`src/sv/vmt_pkg.sv`:
```
// Shared types, constants and helpers of the vector matrix transform core.
`timescale 1ns / 1ps
package vmt_pkg;

  localparam int unsigned CFG_REGS  = 8;
  localparam int unsigned CFG_IDX_W = 3;
  localparam int unsigned CFG_W     = 64;

  // Register indexes
  localparam logic [CFG_IDX_W-1:0] REG_ROW0_COLS01 = 3'd0;
  localparam logic [CFG_IDX_W-1:0] REG_ROW0_COLS23 = 3'd1;
  localparam logic [CFG_IDX_W-1:0] REG_ROW1_COLS01 = 3'd2;
  localparam logic [CFG_IDX_W-1:0] REG_ROW1_COLS23 = 3'd3;
  localparam logic [CFG_IDX_W-1:0] REG_ROW2_COLS01 = 3'd4;
  localparam logic [CFG_IDX_W-1:0] REG_ROW2_COLS23 = 3'd5;
  localparam logic [CFG_IDX_W-1:0] REG_ROW3_COLS01 = 3'd6;
  localparam logic [CFG_IDX_W-1:0] REG_ROW3_COLS23 = 3'd7;

  localparam logic [CFG_W-1:0] ONE_LO = 64'h0000_0000_0001_0000;
  localparam logic [CFG_W-1:0] ONE_HI = 64'h0001_0000_0000_0000;

  localparam int unsigned COL_W     = 50;  // truncated column value
  localparam int unsigned DIV_STEPS = 33;  // quotient bits
  localparam int unsigned DIV_LAT   = DIV_STEPS + 1;

  localparam int unsigned MID_DEPTH_DEF = 4;
  localparam int unsigned OUT_DEPTH_DEF = 2;

  typedef struct packed {
    logic               mode;
    logic signed [31:0] in_x;
    logic signed [31:0] in_y;
    logic signed [31:0] in_z;
  } vec_t;

  typedef struct packed {
    logic signed [31:0] out_x;
    logic signed [31:0] out_y;
    logic signed [31:0] out_z;
    logic               divide_by_zero;
    logic               overflow;
  } res_t;

  // Classified item between front and back
  typedef struct packed {
    logic               point;
    logic signed [31:0] x;
    logic signed [31:0] y;
    logic signed [31:0] z;
  } work_t;

  // Sideband that travels alongside the dividers
  typedef struct packed {
    logic              valid;
    logic              point;
    logic              dz;
    logic              dir_ov;
    logic [2:0]        neg;
    logic [2:0][31:0]  dir_val;
  } side_t;

  typedef struct packed {
    logic [31:0] val;
    logic        ov;
  } sat_t;

  function automatic logic [CFG_W-1:0] cfg_reset_value(input logic [CFG_IDX_W-1:0] idx);
    logic [CFG_W-1:0] v;
    case (idx)
      REG_ROW0_COLS01: v = ONE_LO;
      REG_ROW1_COLS01: v = ONE_HI;
      REG_ROW2_COLS23: v = ONE_LO;
      REG_ROW3_COLS23: v = ONE_HI;
      default:         v = '0;
    endcase
    return v;
  endfunction

  function automatic sat_t sat32(input logic signed [COL_W-1:0] v);
    sat_t r;
    if (v > $signed(COL_W'(32'sh7FFF_FFFF))) begin
      r.val = 32'h7FFF_FFFF;
      r.ov  = 1'b1;
    end else if (v < $signed({{(COL_W-31){1'b1}}, 31'h0})) begin
      r.val = 32'h8000_0000;
      r.ov  = 1'b1;
    end else begin
      r.val = v[31:0];
      r.ov  = 1'b0;
    end
    return r;
  endfunction

endpackage

```
`src/sv/vmt_queue.sv`:
```
// Small register queue used between pipeline parts.
`timescale 1ns / 1ps
module vmt_queue import vmt_pkg::*; #(
  parameter int unsigned WIDTH = 8,
  parameter int unsigned DEPTH = MID_DEPTH_DEF
) (
  input  logic             clk,
  input  logic             rst,
  input  logic             push,
  input  logic [WIDTH-1:0] wdata,
  output logic             full,
  input  logic             pop,
  output logic [WIDTH-1:0] rdata,
  output logic             empty
);

  localparam int unsigned PTR_W = $clog2(DEPTH);
  localparam int unsigned CNT_W = $clog2(DEPTH + 1);

  logic [WIDTH-1:0] mem [DEPTH];
  logic [PTR_W-1:0] wr_ptr;
  logic [PTR_W-1:0] rd_ptr;
  logic [CNT_W-1:0] count;
  logic             do_push;
  logic             do_pop;

  assign full    = (count == CNT_W'(DEPTH));
  assign empty   = (count == '0);
  assign do_push = push && !full;
  assign do_pop  = pop && !empty;
  assign rdata   = mem[rd_ptr];

  always_ff @(posedge clk) begin
    if (rst) begin
      wr_ptr <= '0;
      rd_ptr <= '0;
      count  <= '0;
    end else begin
      if (do_push) begin
        wr_ptr <= (wr_ptr == PTR_W'(DEPTH - 1)) ? '0 : wr_ptr + 1'b1;
      end
      if (do_pop) begin
        rd_ptr <= (rd_ptr == PTR_W'(DEPTH - 1)) ? '0 : rd_ptr + 1'b1;
      end
      if (do_push && !do_pop) begin
        count <= count + 1'b1;
      end else if (do_pop && !do_push) begin
        count <= count - 1'b1;
      end
    end
  end

  always_ff @(posedge clk) begin
    if (do_push) begin
      mem[wr_ptr] <= wdata;
    end
  end

endmodule

```
`config.mk`:
```
export PLATFORM = sky130hd
export DESIGN_NAME = vmt_queue
export DESIGN_NICKNAME = d
export VERILOG_FILES = /design/src/sv/vmt_pkg.sv /design/src/sv/vmt_queue.sv
export SDC_FILE = /design/constraint.sdc
export NUM_CORES = 1
export LEC_CHECK = 0
export ABC_AREA = 1
export BUFFER_PORTS_ARGS = -buffer_cell sky130_fd_sc_hd__clkbuf_2
export CORE_MARGIN = 3
export CORE_UTILIZATION = 35
export CTS_CLUSTER_SIZE = 28
export DETAILED_ROUTE_END_ITERATION = 16
export PLACE_DENSITY_LB_ADDON = 0.2
export SLEW_MARGIN = 25
export SYNTH_ARGS = -nofsm -noshare
export SYNTH_HDL_FRONTEND = slang
export SYNTH_SLANG_ARGS = --single-unit
```
`constraint.sdc`:
```
create_clock -name clk -period 5.3 [get_ports clk]
set_input_delay 1.06 -clock clk [delete_from_list [all_inputs] [get_ports clk]]
set_output_delay 1.06 -clock clk [all_outputs]
set_load 0.02 [all_outputs]
```
### Word-level counts from Yosys, hierarchy flattened

Memories as Yosys holds them, arrays and structs flattened. A register that Yosys moved wholly into a read port is not among the register bits.
Index checks and enable logic that the tools add are counted.

| cells by class | value |
|---|---|
| magnitude comparators | 0 |
| add/sub/neg operators | 4 |
| shift operators | 0 |
| equal/unequal tests | 3 |
| reduce and logical (&&, ||, !) cells | 10 |
| bitwise logic cells | 0 |
| $mul | 0 |
| divide/modulo/power cells | 0 |
| mux-type cells | 8 |

Operators with widths:

| cell | count |
|---|---|
| two-way mux 2 bit | 4 |
| two-way mux 3 bit | 2 |
| adder 2 x 1 -> 2 bit, second input constant | 2 |
| equality test 2 bit, second input constant | 2 |
| logical AND 1 bit | 4 |
| zero test 1 bit | 4 |
| adder 3 x 1 -> 3 bit, second input constant | 1 |
| equality test 3 bit, second input constant | 1 |
| zero test 3 bit | 1 |
| subtractor 3 x 1 -> 3 bit, second input constant | 1 |
| two-way mux 1 bit | 2 |
| nonzero test 2 bit | 1 |

| storage, ports and cells | value |
|---|---|
| output and inout port bits | 10 |
| memories | 1 |
| memory bits (read-only) | 0 |
| input bits | 12 |
| bits in latches | 0 |
| RAM bits | 32 |
| bits in registers | 7 |
| word-level logic and storage cells | 29 |

Memory list:

| name | depth | bits a word | rd ports | clocked after Yosys merged registers in | write ports | RTL line | text |
|---|---|---|---|---|---|---|---|
| mem | 4 | 8 | 1 | 1 | 1 | vmt_queue.sv:20 | `logic [WIDTH-1:0] mem [DEPTH];` |

### Logic depth before layout (Yosys ltp)

| depth | value |
|---|---|
| depth after elaboration | 7 |
| depth in mapped cells | 13 |
| gate-level depth less buffers | 13 |

### Worst setup path before layout

Ideal clock, no wire load.

| path | value |
|---|---|
| kind | input -> register |
| start | input port push |
| end | register count[1] |
| buffers on the path | 0 |
| required time | 5.184 ns |
| data arrival time | 2.063 ns |
| setup slack | 3.122 ns |
| cell stages on the path | 7 |
| library setup time | 0.116 ns |
| path through | nand2_2 inv_1 ha_1 inv_1 fa_1 o21ai_0 nor2_1 |

| between the ends | value |
|---|---|
| word-level cells in the longest chain between the ends | 4 |
| elaborated cells between the ends (all ways) | 6 |

Ends and longest elaborated chain:

| what | RTL line | text |
|---|---|---|
| start, declared | vmt_queue.sv:9 | `input logic push,` |
| logical AND 1 bit * | vmt_queue.sv:29 | `assign do_push = push && !full;` |
| via do_push | vmt_queue.sv:24 | `logic do_push;` |
| zero test 1 bit | vmt_queue.sv:47 | `end else if (do_pop && !do_push) begin` |
| logical AND 1 bit | vmt_queue.sv:47 |  |
| nonzero test 2 bit (no line) | -- |  |
| end signal, assigned | vmt_queue.sv:46 | `count <= count + 1'b1;` |
| end signal, assigned | vmt_queue.sv:48 | `count <= count - 1'b1;` |
| end, declared | vmt_queue.sv:23 | `logic [CNT_W-1:0] count;` |

The timed path passes the listed nets; every way through them passes the cells marked *.
A chain may end at the register's enable or synchronous reset.

==> results.toml <==
[status]
status = "complete, no violations"

[detailed_routing]
viasPerCell = 4.78
drc_errors = 0
ant_nets = 0
dr.pass1.iters = 4
first_iter_violations = 49
drt-total-wl_um = 3020
wl_per_cell_um = 13.4
vias = 1080

[finish]
final_cell_mix = "33 x nor2_1, 32 x edfxtp_1, 21 x clkbuf_2"
nets = 192
drive_gt1_share_pct = 19.0
nFillCells = 423
seq_area_um2 = 1140
final_area_um2 = 1950
fin_cells = 226
syn_to_final_growth_pct = 15.2
mostFrequentLayoutCell = "nor2_1"
antenna_cells = 0
multi_input_comb_area_um2 = 465

[pwr]
pwr-share-clk_pct = 24.3
p_seq_share_pct = 44.1
internal_power_mw = 0.645
vdd_drop_max_mv = 0.204
swShare_pct = 35.5
pwr-share-comb_pct = 31.6
p_switching_mw = 0.355
leakage_nw = 0.788
p_per_area_nw_per_um2 = 511

[yosys]
seq_area_frac_synth_pct = 67.3
synth_fp_nets = 166
synth_cell_types = 19
syn_area_um2 = 1700
syn_avg_cell_area_um2 = 11.5
synthCells = 147
synth-seq-cells = 41
synth_warnings = 0

[timing]
hold_violations = 0
slew_violations = 0
max_freq_mhz = 357
tns_ps = 0
worstMarginPinSlew_ps = 836
rsz0062_at_grt = "false"
post-route-period-util_pct = 52.9
maxSlewHeadroom_pct = 44.1
fin_skew_ps = 4.78
post-route-min-period_ps = 2800
setup_viol = 0
setup_ws_ps = 2500

[floorplanning]
dieArea_um2 = 5720
die_w_um = 75.6
initial_utilization_pct = 37.7
pin_count = 22
rows = 24
fp.dieH_um = 75.6
core_um2 = 4500

[worst_setup_path]
worstSetupEndpointType = "output port"
cp_max_fo = 17
critPathMaxStageDelay_ps = 690
setup.worst_path.class = "reg -> out"
worst_path_max_delay_cell = "dfxtp_1"
cp_data_required_time_ps = 4240
arrival_ps = 1740
crit_chain = "inv_2 -> o21ai_0 -> o22ai_1 -> clkbuf_2"
start_kind = "flop"
reg2reg_from = "count[1]"

[global_route]
grt_max_degree = 18
grt_pass1_wl_um = 4650
grt_antenna_before_repair = 0
grt_use_total_pct = 11.6
overflow = 0
grt_pass1_vias = 1018

[clock_network]
ctsHoldBuffers = 0
cts_resized = 0
numCtsBuffers = 5
root_buffer = "clkbuf_8"
clkLatencyLatePin_ps = 290
cts_tree = "yes"
numClockSinks = 41
cts_setup_buffers = 0
ctsLongestPathBuffers = 2
h-tree-depth = 2
clk_pin_slew_ps = 80

[place]
io_buffers = 21
dp.final_hpwl_um = 2040
placed_cell_area_um2 = 1840
place_ws_ps = 2780
numPlacedInstances = 218
gp_congestion = 0.749

[hold_path]
worstHoldStart = "count[1]"
hold_path_class = "reg -> reg"

[job]
drv_cap = 0
power by group through the flow:
| stage | Sequential, mW | Clock, mW | Combinational (mW) |
|---|---|---|---|
| 2_1_floorplan | 0.431 | 0 | 0.243 |
| 6_report | 0.441 | 0.242 | 0.316 |
| 3_5_place_dp | 0.449 | 0 | 0.319 |
| 4_1_cts | 0.442 | 0.249 | 0.321 |
| 5_1_grt | 0.448 | 0.263 | 0.350 |
| 3_3_place_gp | 0.445 | 0 | 0.310 |
metal layers:
| metal | GRT usage (%) | vias up | share of wire, % |
|---|---|---|---|
| met5 | 0 | - | 0 |
| met2 | 18.7 | 23 | 47 |
| met1 | 13.4 | 495 | 44 |
| li1 | - | 552 | - |
| met3 | 3.69 | 10 | 5.7 |
| met4 | 6.80 | 0 | 2.6 |
critical path: cells and delay by family (launching register included):
kind / cells / cell delay (ps)
buffers and inverters: 2 / 430
AO/OA/AOI/OAI: 2 / 320
flip-flops: 1 / 690
state kept, by name, indices dropped and copies added, names as in the netlist, named ones only:
name	cells
rd_ptr	2
wr_ptr	2
mem	32
count	3
logic make-up (layout without fill, tap and decap cells):
| logic type | after synthesis | count (layout) | synth area share, % |
|---|---|---|---|
| xor+xnor | 1 | 1 | 0.516 |
| fa+ha+maj | 7 | 7 | 5.60 |
| simple gates | 51 | 51 | 12.1 |
| buf+inv | 20 | 47 | 5.31 |
| flops | 41 | 41 | 67.3 |
| compound gates | 27 | 27 | 9.22 |
area by class of cell:
type	count	area share, %
sequential	41	58.4
multi-input combinational	86	23.8
timing repair buffer	21	5.38
clock buffer	5	3.52
inverter	18	3.46
tap	52	3.33
clock inverter	3	2.11
synthesized netlist by cell type:
| master | instances | share of area [%] |
|---|---|---|
| o21ai_2 | 3 | 1.5 |
| nand2_1 | 13 | 2.9 |
| o21ai_0 | 13 | 3.8 |
| nand4_1 | 1 | 0.37 |
| nand2_2 | 1 | 0.37 |
| nor2_1 | 33 | 7.3 |
| edfxtp_1 | 32 | 57 |
| dfxtp_1 | 9 | 11 |
| fa_1 | 1 | 1.2 |
| nand3_1 | 1 | 0.29 |
| ha_1 | 6 | 4.4 |
| xor2_1 | 1 | 0.52 |
| inv_1 | 17 | 3.8 |
| o22ai_1 | 8 | 2.9 |
| nand3b_1 | 2 | 0.88 |
| o21ai_1 | 1 | 0.29 |
| buf_6 | 2 | 1.3 |
| a21oi_1 | 2 | 0.59 |
| inv_2 | 1 | 0.22 |
per-stage QoR:
stage                     power (mW)  utilization, %  hold slack [ps]
after floorplan                0.674               -              483
after CTS                       1.01            43.4              536
after detailed placement       0.768            40.9              521
after global routing            1.06            43.4              558
final                          0.999            43.4              533
after global placement         0.755            40.9              511
path summary, 6_finish.rpt:
| check | slack (ps) | cells after the start | to |
|---|---|---|---|
| min reg2reg | 530 | 2 | count[1] |
| max reg2reg | 3410 | 9 | count[1] |
| min | 530 | 2 | count[1] |
| max | 2500 | 4 | rdata[1] |
(Power assumes the default switching activity.)
