[config.mk]
export PLATFORM = sky130hd
export DESIGN_NAME = vmt_front
export DESIGN_NICKNAME = d
export VERILOG_FILES = /design/src/sv/vmt_pkg.sv /design/src/sv/vmt_front.sv
export SDC_FILE = /design/constraint.sdc
export NUM_CORES = 1
export LEC_CHECK = 0
export ABC_AREA = 0
export BUFFER_PORTS_ARGS = -buffer_cell sky130_fd_sc_hd__buf_4
export CAP_MARGIN = 20
export CORE_MARGIN = 2
export CORE_UTILIZATION = 35
export CTS_CLUSTER_DIAMETER = 30
export DETAILED_ROUTE_END_ITERATION = 12
export PLACE_DENSITY = 0.7
export SLEW_MARGIN = 20
export SYNTH_ARGS = -nofsm -noshare
export SYNTH_HDL_FRONTEND = slang
export SYNTH_SLANG_ARGS = --single-unit
[constraint.sdc]
create_clock -name clk -period 4.7 [get_ports clk]
set_clock_uncertainty 0.1 [all_clocks]
set_input_delay 0.47 -clock clk [delete_from_list [all_inputs] [get_ports clk]]
set_output_delay 0.47 -clock clk [all_outputs]
set_load 0.01 [all_outputs]
[src/sv/vmt_pkg.sv]
// Shared types, constants and helpers of the vector matrix transform core.
`timescale 1ns / 1ps
package vmt_pkg;

  localparam int unsigned CFG_REGS  = 8;
  localparam int unsigned CFG_IDX_W = 3;
  localparam int unsigned CFG_W     = 64;

  // Register indexes
  localparam logic [CFG_IDX_W-1:0] REG_ROW0_COLS01 = 3'd0;
  localparam logic [CFG_IDX_W-1:0] REG_ROW0_COLS23 = 3'd1;
  localparam logic [CFG_IDX_W-1:0] REG_ROW1_COLS01 = 3'd2;
  localparam logic [CFG_IDX_W-1:0] REG_ROW1_COLS23 = 3'd3;
  localparam logic [CFG_IDX_W-1:0] REG_ROW2_COLS01 = 3'd4;
  localparam logic [CFG_IDX_W-1:0] REG_ROW2_COLS23 = 3'd5;
  localparam logic [CFG_IDX_W-1:0] REG_ROW3_COLS01 = 3'd6;
  localparam logic [CFG_IDX_W-1:0] REG_ROW3_COLS23 = 3'd7;

  localparam logic [CFG_W-1:0] ONE_LO = 64'h0000_0000_0001_0000;
  localparam logic [CFG_W-1:0] ONE_HI = 64'h0001_0000_0000_0000;

  localparam int unsigned COL_W     = 50;  // truncated column value
  localparam int unsigned DIV_STEPS = 33;  // quotient bits
  localparam int unsigned DIV_LAT   = DIV_STEPS + 1;

  localparam int unsigned MID_DEPTH_DEF = 4;
  localparam int unsigned OUT_DEPTH_DEF = 2;

  typedef struct packed {
    logic               mode;
    logic signed [31:0] in_x;
    logic signed [31:0] in_y;
    logic signed [31:0] in_z;
  } vec_t;

  typedef struct packed {
    logic signed [31:0] out_x;
    logic signed [31:0] out_y;
    logic signed [31:0] out_z;
    logic               divide_by_zero;
    logic               overflow;
  } res_t;

  // Classified item between front and back
  typedef struct packed {
    logic               point;
    logic signed [31:0] x;
    logic signed [31:0] y;
    logic signed [31:0] z;
  } work_t;

  // Sideband that travels alongside the dividers
  typedef struct packed {
    logic              valid;
    logic              point;
    logic              dz;
    logic              dir_ov;
    logic [2:0]        neg;
    logic [2:0][31:0]  dir_val;
  } side_t;

  typedef struct packed {
    logic [31:0] val;
    logic        ov;
  } sat_t;

  function automatic logic [CFG_W-1:0] cfg_reset_value(input logic [CFG_IDX_W-1:0] idx);
    logic [CFG_W-1:0] v;
    case (idx)
      REG_ROW0_COLS01: v = ONE_LO;
      REG_ROW1_COLS01: v = ONE_HI;
      REG_ROW2_COLS23: v = ONE_LO;
      REG_ROW3_COLS23: v = ONE_HI;
      default:         v = '0;
    endcase
    return v;
  endfunction

  function automatic sat_t sat32(input logic signed [COL_W-1:0] v);
    sat_t r;
    if (v > $signed(COL_W'(32'sh7FFF_FFFF))) begin
      r.val = 32'h7FFF_FFFF;
      r.ov  = 1'b1;
    end else if (v < $signed({{(COL_W-31){1'b1}}, 31'h0})) begin
      r.val = 32'h8000_0000;
      r.ov  = 1'b1;
    end else begin
      r.val = v[31:0];
      r.ov  = 1'b0;
    end
    return r;
  endfunction

endpackage

[src/sv/vmt_front.sv]
// Input stage: take a transaction and classify it as point or direction.
`timescale 1ns / 1ps
module vmt_front import vmt_pkg::*; (
  input  logic  clk,
  input  logic  rst,
  input  logic  push,
  input  vec_t  vec,
  output logic  full,
  output logic  q_push,
  output work_t q_data,
  input  logic  q_full
);

  logic  valid;
  work_t item;
  logic  ready;

  assign ready  = !valid || !q_full;
  assign full   = !ready;
  assign q_push = valid;
  assign q_data = item;

  always_ff @(posedge clk) begin
    if (rst) begin
      valid <= 1'b0;
    end else if (ready) begin
      valid <= push;
    end
  end

  always_ff @(posedge clk) begin
    if (ready && push) begin
      item.point <= !vec.mode;
      item.x     <= vec.in_x;
      item.y     <= vec.in_y;
      item.z     <= vec.in_z;
    end
  end

endmodule

## Word-level counts from Yosys, hierarchy flattened

Cells that the tools add are included.

- Register bits after elaboration: 98
- Bits of input ports: 101
- Output and inout port bits: 99
- Logic and storage cells: 11

- Reductions and logical operators: 6

Operator list:

| cell | count |
|---|---|
| $logic_not 1->1 | 4 |
| $logic_and 1x1->1 | 1 |
| $logic_or 1x1->1 | 1 |

## Longest topological paths before layout

Gate-level depths: netlist of the first run.

- Depth in word-level cells: 3
- Depth in mapped cells: 2
- Mapped depth without buffers: 2

## Worst setup path before layout of the first run

OpenSTA, ideal clock, no wires.

- Path type: input port to flip-flop
- From: input q_full
- To: register item (netlist bit q_data[0]), enable pin
- Library setup time: 476 ps
- Arrival time: 3124 ps
- Data required time: 4124 ps
- Slack: 1000 ps
- Stages on the path: 2
- Path buffers: 0
- Path through: and2_4 -> nor2b_2

- Word-level cells in the longest chain between the ends: 3

Ends and longest elaborated chain:

| element | line | text |
|---|---|---|
| from (decl) | vmt_front.sv:11 | `input logic q_full` |
| $logic_not 1->1 | vmt_front.sv:18 | `assign ready = !valid \|\| !q_full;` |
| $logic_or 1x1->1 | vmt_front.sv:18 |  |
| $logic_and 1x1->1 | vmt_front.sv:32 | `if (ready && push) begin` |
| to (decl) | vmt_front.sv:15 | `work_t item;` |

Every way passes these cells.
A chain may end at the register's enable or synchronous reset.

## Worst setup path after layout of the first run

- From: register valid (netlist: q_push)
- To: register item (netlist bit q_data[4]), enable pin

- Word-level cells in the longest chain between the ends: 3

Ends and longest elaborated chain:

| element | line | text |
|---|---|---|
| from (decl) | vmt_front.sv:14 | `logic valid;` |
| from (signal assigned) | vmt_front.sv:27 | `valid <= push;` |
| $logic_not 1->1 | vmt_front.sv:18 |  |
| $logic_or 1x1->1 | vmt_front.sv:18 |  |
| $logic_and 1x1->1 | vmt_front.sv:32 |  |

Every way passes these cells.

==> out/results.txt, run 1 <==
Longest Clk Path Bufs -> 2
Internal -> 1393 uW
top-count cell post-synth -> edfxtp_1
crit end category -> flop
static leakage -> 0.002042 uW
startpoint types -> flop
peak supply drop -> 0.0001878 V
Final #Nets -> 415
largest cells by area after synthesis -> edfxtp_1 (98%), dfxtp_1 (0.68%), and2_4 (0.30%), nor2b_2 (0.30%), a21oi_1 (0.17%)
hpwl dp -> 4925 um
Routed WL per cell -> 15.18 um
Final Hold Viols -> 0
crit path kind -> flop to flop
biggest area consumer among synthesized cells -> edfxtp_1
Worst Path Required -> 4.62 ns
Sw Ratio -> 22.13%
Starting Density -> 36.06%
Max stage delay on crit path -> 0.80 ns
H-tree depth -> 3
area grow syn2layout -> 63.22%
GRT Total Usage -> 12.64%
Synth warnings -> 0
Synth top area share -> 98.31%
fin crit period -> 2.154 ns
Die H -> 96.01 um
number of post-CTS setup repair buffers -> 0
clock power share -> 31.7%
diode count -> 0
syn_nets -> 204
Tcrit/Tclk final -> 45.83%
final setup margin -> 2.546 ns
cell breakdown of the critical path -> and2_4 -> nor2b_4 -> buf_12
min-delay worst type -> input pin to flop
post-detailed-route count of antenna-violating nets -> 0
Max Slew Vio Count -> 0
hold path cells -> 2
Via-to-Cell Ratio -> 4.182
Crit-path slowest cell -> nor2b_4
outcome -> finished clean
DP Worst Slack -> 2.249 ns
Register-to-Register Path Depth -> 3
synthesized area -> 2963 um^2
Ports -> 200
area of the core -> 8217 um^2
initial antenna violation count -> 0
Die Area -> 9217 um^2
site row count -> 33
Post-Route Setup TNS -> 0 ns
Final Setup Violations -> 0
synthesized instance count -> 103
post_cts resized -> 0
NetSw -> 396.0 uW
drt drc -> 0
global-route wire length before repair -> 8404 um
CTS sink cnt -> 98
Worst-Margin Slew -> 1.049 ns
cell depth of the worst setup path -> 3
max cap viols -> 0
vias in the first global route -> 1,699
Flop pwr share -> 57.8%
CTS tree -> built
RD Place Congestion -> 0.7165
Num CTS Buffers -> 9
Die X -> 96.01 um
clk_lat worst skew -> 0.36 ns
Main synth FF type -> edfxtp_1
Post-synth EDFFs -> 97
root buf cell -> clkbuf_8
DR vias -> 1,773
share of cells above drive strength 1 -> 68.34%
critical path's top delay family -> simple AND/OR/NAND/NOR gates
Pwr Density -> 370.0 nW/um^2
sequential area share after synthesis -> 98.99%
combinational group share of total power -> 10.5%
Mean Syn Cell Area -> 28.77 um^2
grt total ovfl -> 0
DRT iter0 DRCs -> 43
unrepaired setup endpoints after global routing -> false
headroom to the max-slew limit -> 29.95%
critical path peak fanout -> 60
CP Buf/Inv Count -> 1
Buffers on Ports -> 199
Worst-path clk slew -> 0.11 ns
Hold Buf Count CTS -> 0
Post-synth ARST share -> 0%
flops & latches, synth -> 98
Peak Freq -> 464.3 MHz
total wire length -> 6438 um
Worst Path Arrival -> 2.07 ns
largest net degree at the start of global routing -> 61
synth unique cells -> 7
drt pass-1 iters -> 4
[worst paths after layout]
path / start / end / slack, ns
max: q_push / q_data[4] / 2.55
min: rst / q_push / 0.15
max reg2reg: q_push / q_data[4] / 2.55
min reg2reg: q_push / q_push / 0.44
[power groups by stage]
| stage | combinational [uW] | clock [uW] | sequential, uW |
|---|---|---|---|
| 2_1_floorplan | 16.8 | 0 | 1080 |
| 3_3_place_gp | 189 | 0 | 1050 |
| 3_5_place_dp | 191 | 0 | 1050 |
| 4_1_cts | 191 | 588 | 1040 |
| 5_1_grt | 201 | 628 | 1040 |
| 6_report | 188 | 568 | 1030 |
[cell families (layout without fill, tap and decap cells)]
| family | after synthesis | after routing | synth area share, % |
|---|---|---|---|
| and+or+nand+nor | 3 | 3 | 0.7179 |
| buffers and inverters | 1 | 217 | 0.1266 |
| DFF | 98 | 98 | 98.99 |
| AOI/OAI and AO/OA | 1 | 1 | 0.1688 |
[worst register-to-register path: cells and delay by family (launching register included)]
family | cells | cell delay [ns]
flip-flops | 1 | 0.34
AND/OR/NAND/NOR | 2 | 0.95
buffers and inverters | 1 | 0.41
[state kept, by name, summed over array words and instances (netlist names)]
register  flops
q_data       97
q_push        1
[cell usage in the layout, fill, tap and decap left out]
master,n
buf_4,199
edfxtp_1,97
clkbuf_8,9
clkinv_8,2
and2_4,1
nor2b_4,1
inv_1,1
a21oi_1,1
nor2_1,1
inv_6,1
clkinv_4,1
inv_8,1
bufinv_16,1
clkinvlp_4,1
buf_12,1
dfxtp_1,1
[layer usage]
layer / wire length [um] / vias up / global-route usage, %
li1: - / 834 / -
met1: 2297 / 813 / 14.71
met2: 3368 / 114 / 20.60
met3: 667 / 12 / 4.933
met4: 104 / 0 / 5.833
met5: 0 / - / 0
[cell type report]
type / count / area [um^2]
Timing Repair Buffer: 200 / 1514
Sequential cell: 98 / 2933
Inverter: 1 / 3.754
Tap cell: 105 / 131.4
Clock buffer: 9 / 123.9
Multi-Input combinational cell: 4 / 31.28
Clock inverter: 7 / 98.84
Fill cell: 642 / 3381
[through the flow]
step	std cells	hold slack, ns	util, %	cell area [um^2]	power, uW
floorplan	103	0.4371	-	2963	1102
global placement	408	0.4044	56.14	4613	1242
detailed placement	408	0.4187	56.14	4613	1246
CTS	424	0.1325	58.85	4836	1814
global route	424	0.1400	58.85	4836	1869
finish	424	0.1493	58.85	4836	1789
(Power assumes the default switching activity.)
==> inputs of run 2 (changes only) <==
- clock period: 4.7 -> 2 ns (I/O delays scaled with it)
==> run 2 against run 1 <==
Clock-buffer cell count unchanged. Critical path depth unchanged. Sequential share of layout area down 11 points. Combinational power rose to 3.3 times the previous value. Sequential power up 140%. Cell area up 21%. First-iteration DRC count up 88%. Clock power rose to 2.6 times the previous value. Routed wire length up 28%. Utilization up 13 points. Worst hold slack better by 0.23 ns. Critical path type unchanged. Critical endpoint is now q_data[9]. Largest power group unchanged.
==> out/results.txt, run 2 (synthesis gave the netlist of run 1 again) <==
Worst R2R End -> q_data[9]
CP startpoint -> q_push
Final Hold Viols -> 0 (unchanged)
RD Place Congestion -> 0.6780 (-5.4%)
post-detailed-route count of antenna-violating nets -> 0 (unchanged)
drt drc -> 0 (unchanged)
Die X -> 96.01 um (unchanged)
max cap viols -> 0 (unchanged)
Worst-Margin Slew -> 0.2731 ns (-0.7754 ns)
total wire length -> 8238 um (+28%)
headroom to the max-slew limit -> 81.79% (+52 points)
Ports -> 200 (unchanged)
grt peak-use layer -> met2
Worst R2R Start -> q_push
H-tree depth -> 3 (unchanged)
CTS sink cnt -> 98 (unchanged)
post_cts resized -> 0 (unchanged)
Num CTS Buffers -> 9 (unchanged)
Buffers on Ports -> 199 (unchanged)
crit end category -> flop
startpoint types -> flop
GR Util met1 -> 19.80% (+5.1 points)
hpwl dp -> 5091 um (+3.4%)
DP Cell Count -> 409 (+0.25%)
commonest non-fill, non-tap cell in the layout -> buf_4
Tcrit/Tclk final -> 69.43% (+24 points)
DP Worst Slack -> 0.6099 ns (-1.639 ns)
fill count -> 519 (-19%)
Sequential Area -> 2934 um^2 (about the same)
Worst Path Required -> 1.93 ns (-2.69 ns)
GR Util met2 -> 32.06% (+11 points)
Starting Density -> 36.06% (unchanged)
largest net degree at the start of global routing -> 53 (-13%)
final core occ -> 71.40% (+13 points)
Peak Freq -> 720.1 MHz (+55%)
area grow syn2layout -> 98.02%
GRT Total Usage -> 18.08% (+5.4 points)
grt total ovfl -> 0 (unchanged)
max FFs per register -> 97 (unchanged)
post-route insts no fill -> 525 (+24%)
Die H -> 96.01 um (unchanged)
hold path cells -> 3 (+1)
r2r setup slk -> 0.61 ns (-1.93 ns)
Die Area -> 9217 um^2 (unchanged)
area of the core -> 8217 um^2 (unchanged)
Via-to-Cell Ratio -> 4.187 (+0.12%)
clk_lat worst skew -> 0.34 ns (-0.02 ns)
site row count -> 33 (unchanged)
initial antenna violation count -> 1 (+1)
hold path startpoint -> push
Final #Nets -> 515 (+24%)
root buf cell -> clkbuf_8
GRT met3 Usage -> 6.108% (+1.2 points)
drt pass-1 iters -> 4 (unchanged)
DR vias -> 2,198 (+24%)
outcome -> finished clean
static leakage -> 0.002477 uW (+21%)
crit path kind -> flop to flop
unrepaired setup endpoints after global routing -> false
area of the multi-input gates -> 31.28 um^2 (unchanged)
share of cells above drive strength 1 -> 52.03% (-16 points)
final setup margin -> 0.6113 ns (-1.935 ns)
peak supply drop -> 0.0005196 V (+180%)
Worst-path clk slew -> 0.09 ns (-0.02 ns)
Longest Clk Path Bufs -> 2 (unchanged)
Routed WL per cell -> 15.69 um (+3.3%)
Worst Path Arrival -> 1.31 ns (-0.76 ns)
fin crit period -> 1.389 ns (-0.7652 ns)
global-route wire length before repair -> 11,980 um (+43%)
critical path peak fanout -> 52 (-13%)
min-delay worst type -> input pin to flop
Max Slew Vio Count -> 0 (unchanged)
vias in the first global route -> 2,440 (+44%)
CTS tree -> built
DRT iter0 DRCs -> 81 (+88%)
Register-to-Register Path Depth -> 3 (unchanged)
most frequent cells in the layout -> buf_4 (199), dlygate4sd3_1 (99), edfxtp_1 (97), clkbuf_8 (9), bufinv_16 (3)
Hold Path End -> q_data[83]
Final Setup Violations -> 0 (unchanged)
Pwr Density -> 773.6 nW/um^2 (+110%)
## run 2: cell types whose count changed in the layout (fill, tap and decap cells not counted)
cell,before,now
buf_12,1,2
bufinv_16,1,3
clkinv_1,0,2
clkinv_8,2,0
clkinvlp_4,1,0
dfxtp_1,1,0
dfxtp_2,0,1
diode_2,0,1
dlygate4sd3_1,0,99
inv_8,1,0
## run 2: critical path, cell delays in order, from the launching register on
cell and delay (ns):
dfxtp_2 0.34, and2_4 0.14, nor2b_4 0.17, buf_12 0.29
## run 2: power by group
group          switching (uW)  leakage, uW  internal, uW
clock network             659     0.000119           829
logic                     223      0.00141           393
registers                35.2     0.000947          2400
total                     918      0.00248          3620
## run 2: final cells by class
| type | instances | share of cell area [%] |
|---|---|---|
| Tap cell | 105 | 2.239 |
| Clock inverter | 7 | 1.962 |
| Inverter | 1 | 0.06398 |
| Timing Repair Buffer | 300 | 43.04 |
| Clock buffer | 9 | 2.111 |
| Antenna cell | 1 | 0.04265 |
| Sequential cell | 98 | 50.01 |
| Multi-Input combinational cell | 4 | 0.5332 |
## run 2: worst max path at each step
stage                  to  depth (start not counted)  slack, ns
3_3_place_gp   q_data[56]                          4       0.63
2_1_floorplan   q_data[0]                          2      -0.45
4_1_cts        q_data[33]                          3       0.62
5_1_grt         q_data[9]                          3       0.57
3_5_place_dp   q_data[33]                          4       0.61
6_report        q_data[9]                          3       0.61
## run 2: metal layers
layer	wire length [um]	up-vias
li1	-	1034
met1	3010	1031
met2	4348	121
met3	729	12
met4	150	0
met5	0	-
## run 2: per-stage QoR
stage / cell area, um^2 / hold WS (ns) / setup TNS [ns] / power [uW]
2_1_floorplan: 2969 / 0.1650 / -43.24 / 2586
3_3_place_gp: 4634 / 0.2506 / 0 / 2922
3_5_place_dp: 4634 / 0.2577 / 0 / 2936
4_1_cts: 5864 / 0.3576 / 0 / 4562
5_1_grt: 5867 / 0.3716 / 0 / 4718
6_report: 5867 / 0.3771 / 0 / 4539
## run 2: repair_timing
item                                    in CTS  in global routing
endpoints found under the setup margin       0                  0
endpoints found under the hold margin       98                  0
hold buffers                                99                  0
setup buffers                                0                  0
==> inputs of run 3 (changes only) <==
- ABC_AREA: 0 -> 1
- PLACE_DENSITY: 0.7 -> 0.73
- clock period: 2 -> 1.2 ns (I/O delays scaled with it)
==> run 3 against run 2 <==
The run now ends with setup timing left. Register-to-register slack worse by 0.77 ns. Highest routed layer unchanged. Critical endpoint is now q_data[20]. Sequential power is 67% higher. Maximum frequency increased by 2.2%. Via count grew 5.7%.
==> out/results.txt, run 3 <==
initial antenna violation count -> 0 (-1)
hpwl dp -> 5047 um (-0.85%)
Synth Area in XOR/XNOR -> 0% (unchanged)
flops & latches, synth -> 98 (unchanged)
Final Setup Violations -> 98 (+98)
area of the core -> 8217 um^2 (unchanged)
peak supply drop -> 0.0008151 V (+57%)
final core occ -> 72.91% (+1.5 points)
H-tree depth -> 3 (unchanged)
post-detailed-route count of antenna-violating nets -> 0 (unchanged)
static leakage -> 0.002539 uW (+2.5%)
cell breakdown of the critical path -> nand2_2 -> inv_2 -> nor2_4 -> buf_12 -> buf_8 -> buf_6
Peak Freq -> 736.2 MHz (+2.2%)
Final Hold Viols -> 0 (unchanged)
Mean Syn Cell Area -> 28.51 um^2 (-0.88%)
fin crit period -> 1.358 ns (-0.03032 ns)
Via-to-Cell Ratio -> 4.328 (+3.4%)
Die X -> 96.05 um (about the same)
Starting Density -> 36.09% (about the same)
Tcrit/Tclk final -> 113.2% (+44 points)
biggest area consumer among synthesized cells -> edfxtp_1
DR vias -> 2,324 (+5.7%)
max cap viols -> 0 (unchanged)
Post-Synth Simple-Gate Area -> 0.4219% (-0.30 points)
Final #Nets -> 528 (+2.5%)
drt pass-1 iters -> 4 (unchanged)
synthesized area -> 2965 um^2 (about the same)
share of cells above drive strength 1 -> 53.94% (+1.9 points)
Worst-path clk slew -> 0.09 ns (about the same)
Crit-path slowest cell -> dfxtp_2
Routed WL per cell -> 16.80 um (+7.0%)
Ports -> 200 (unchanged)
startpoint types -> flop
Longest Clk Path Bufs -> 2 (unchanged)
root buf cell -> clkbuf_8
Worst Path Arrival -> 1.33 ns (+0.02 ns)
Pwr Density -> 1186 nW/um^2 (+53%)
outcome -> finished, violations left
Post-synth EDFFs -> 97 (unchanged)
Die H -> 96.05 um (about the same)
site row count -> 33 (unchanged)
DP Cell Count -> 414 (+1.2%)
total wire length -> 9020 um (+9.5%)
Max stage delay on crit path -> 0.34 ns (about the same)
headroom to the max-slew limit -> 91.06% (+9.3 points)
multiplexer share of the synthesized area -> 0% (unchanged)
Worst-Margin Slew -> 0.1340 ns (-0.1391 ns)
critical path's top delay family -> buffers and inverters
failing checks -> setup timing
GRT Total Usage -> 18.39% (+0.31 points)
top-count cell post-synth -> edfxtp_1
Buffers on Ports -> 199 (unchanged)
hold_ws -> 0.1929 ns (-0.1842 ns)
CP startpoint -> q_push
CTS tree -> built
drt drc -> 0 (unchanged)
clk_lat worst skew -> 0.34 ns (about the same)
synth unique cells -> 7 (unchanged)
max FFs per register -> 97 (unchanged)
most frequent cells in the layout -> buf_4 (202), dlygate4sd3_1 (99), edfxtp_1 (97), clkbuf_8 (9), buf_12 (4)
Post-synth top cells -> edfxtp_1 (97), inv_1 (2)
min-delay worst type -> input pin to flop
vias in the first global route -> 2,407 (-1.4%)
placed instance area -> 4667 um^2 (+0.70%)
Final Cell Area -> 5991 um^2 (+2.1%)
Main synth FF type -> edfxtp_1
Synth top area share -> 98.23% (about the same)
global-route wire length before repair -> 12,080 um (+0.81%)
crit path kind -> flop to flop
Synth warnings -> 0 (unchanged)
Die Area -> 9225 um^2 (about the same)
Post-Route Setup TNS -> -11.02 ns (-11.02 ns)
largest net degree at the start of global routing -> 42 (-21%)
grt total ovfl -> 0 (unchanged)
Num CTS Buffers -> 9 (unchanged)
CP Buf/Inv Count -> 4 (+3)
Synth Area in Adders -> 0% (unchanged)
commonest non-fill, non-tap cell in the layout -> buf_4
critical path peak fanout -> 6 (-88%)
diode count -> 0 (-1)
post-route insts no fill -> 537 (+2.3%)
crit end category -> flop
largest family of logic cells by synthesized area -> simple AND/OR/NAND/NOR gates
area grow syn2layout -> 102.0%
RD Place Congestion -> 0.7229 (+6.6%)
unrepaired setup endpoints after global routing -> true
Post-synth ARST share -> 0% (unchanged)
Synth Area in Compound Gates -> 0.2954% (+0.13 points)
Worst R2R Start -> q_push
sequential area share after synthesis -> 98.90% (about the same)
syn_nets -> 205 (+0.49%)
synthesized instance count -> 104 (+0.97%)
Max Slew Vio Count -> 0 (unchanged)
final setup margin -> -0.1583 ns (-0.7697 ns)
largest cells by area after synthesis -> edfxtp_1 (98%), dfxtp_1 (0.68%), a21oi_2 (0.30%), inv_1 (0.25%), nand2_2 (0.21%)
Worst Path Required -> 1.17 ns (-0.76 ns)
DRT iter0 DRCs -> 47 (-42%)
CTS sink cnt -> 98 (unchanged)
hold path startpoint -> q_full
==> run 3: cell types whose count changed after synthesis, sizes merged <==
cell,change
and2,-1
nor2b,-1
inv,+2
nand2,+1
==> run 3: per-layer routing <==
layer	wire length [um]	global-route usage, %	vias up
met1	3198	19.41	1128
met3	725	7.204	9
met4	117	6.786	0
li1	-	-	1058
met5	0	0	-
met2	4979	32.99	129
==> run 3: final timing paths <==
| kind | to | slack, ns | depth (start not counted) |
|---|---|---|---|
| worst max-delay path | q_data[20] | -0.16 | 6 |
| worst min-delay path | q_push | 0.19 | 6 |
| worst max register to register | q_data[20] | -0.16 | 6 |
| worst min register to register | q_push | 0.66 | 5 |
==> run 3: cell families (layout without fill, tap and decap cells) <==
family,after synthesis,after routing
AO/OA/AOI/OAI,1,1
flip-flops,98,98
AND/OR/NAND/NOR,2,2
buffers and inverters,3,331
==> run 3: area by class of cell <==
type	instances	area (um^2)
fillers	470	2226
inverters	3	11.26
well taps	105	131.4
clock inverters	7	52.55
flip-flops and latches	98	2934
clock buffers	9	123.9
repair buffers	312	2711
multi-input cells	3	26.28
==> run 3: stage by stage <==
step / total power (uW) / setup slack [ns]
finish: 7107 / -0.1583
detailed placement: 4903 / -0.09910
global route: 7390 / -0.1954
floorplan: 4311 / -1.199
CTS: 7081 / -0.07840
global placement: 4884 / -0.08236
==> run 3: repair_timing <==
action	CTS	global route
endpoints found under the hold margin	98	0
pin swaps	0	2
setup endpoints to repair	92	98
gates cloned	0	3
hold buffers	99	0
buffers inserted	2	3
resized for setup	3	5
==> run 3: tightest hold or removal path, cell delays in order <==
cell     delay [ns]
buf_4          0.11
nand2_2        0.06
buf_4          0.10
buf_4          0.09
buf_4          0.09
a21oi_2        0.04
==> run 3: power breakdown <==
group	switching, uW	total, uW	internal [uW]
Combinational	404	1130	721
Clock	1150	1920	773
Sequential	63.3	4060	4000
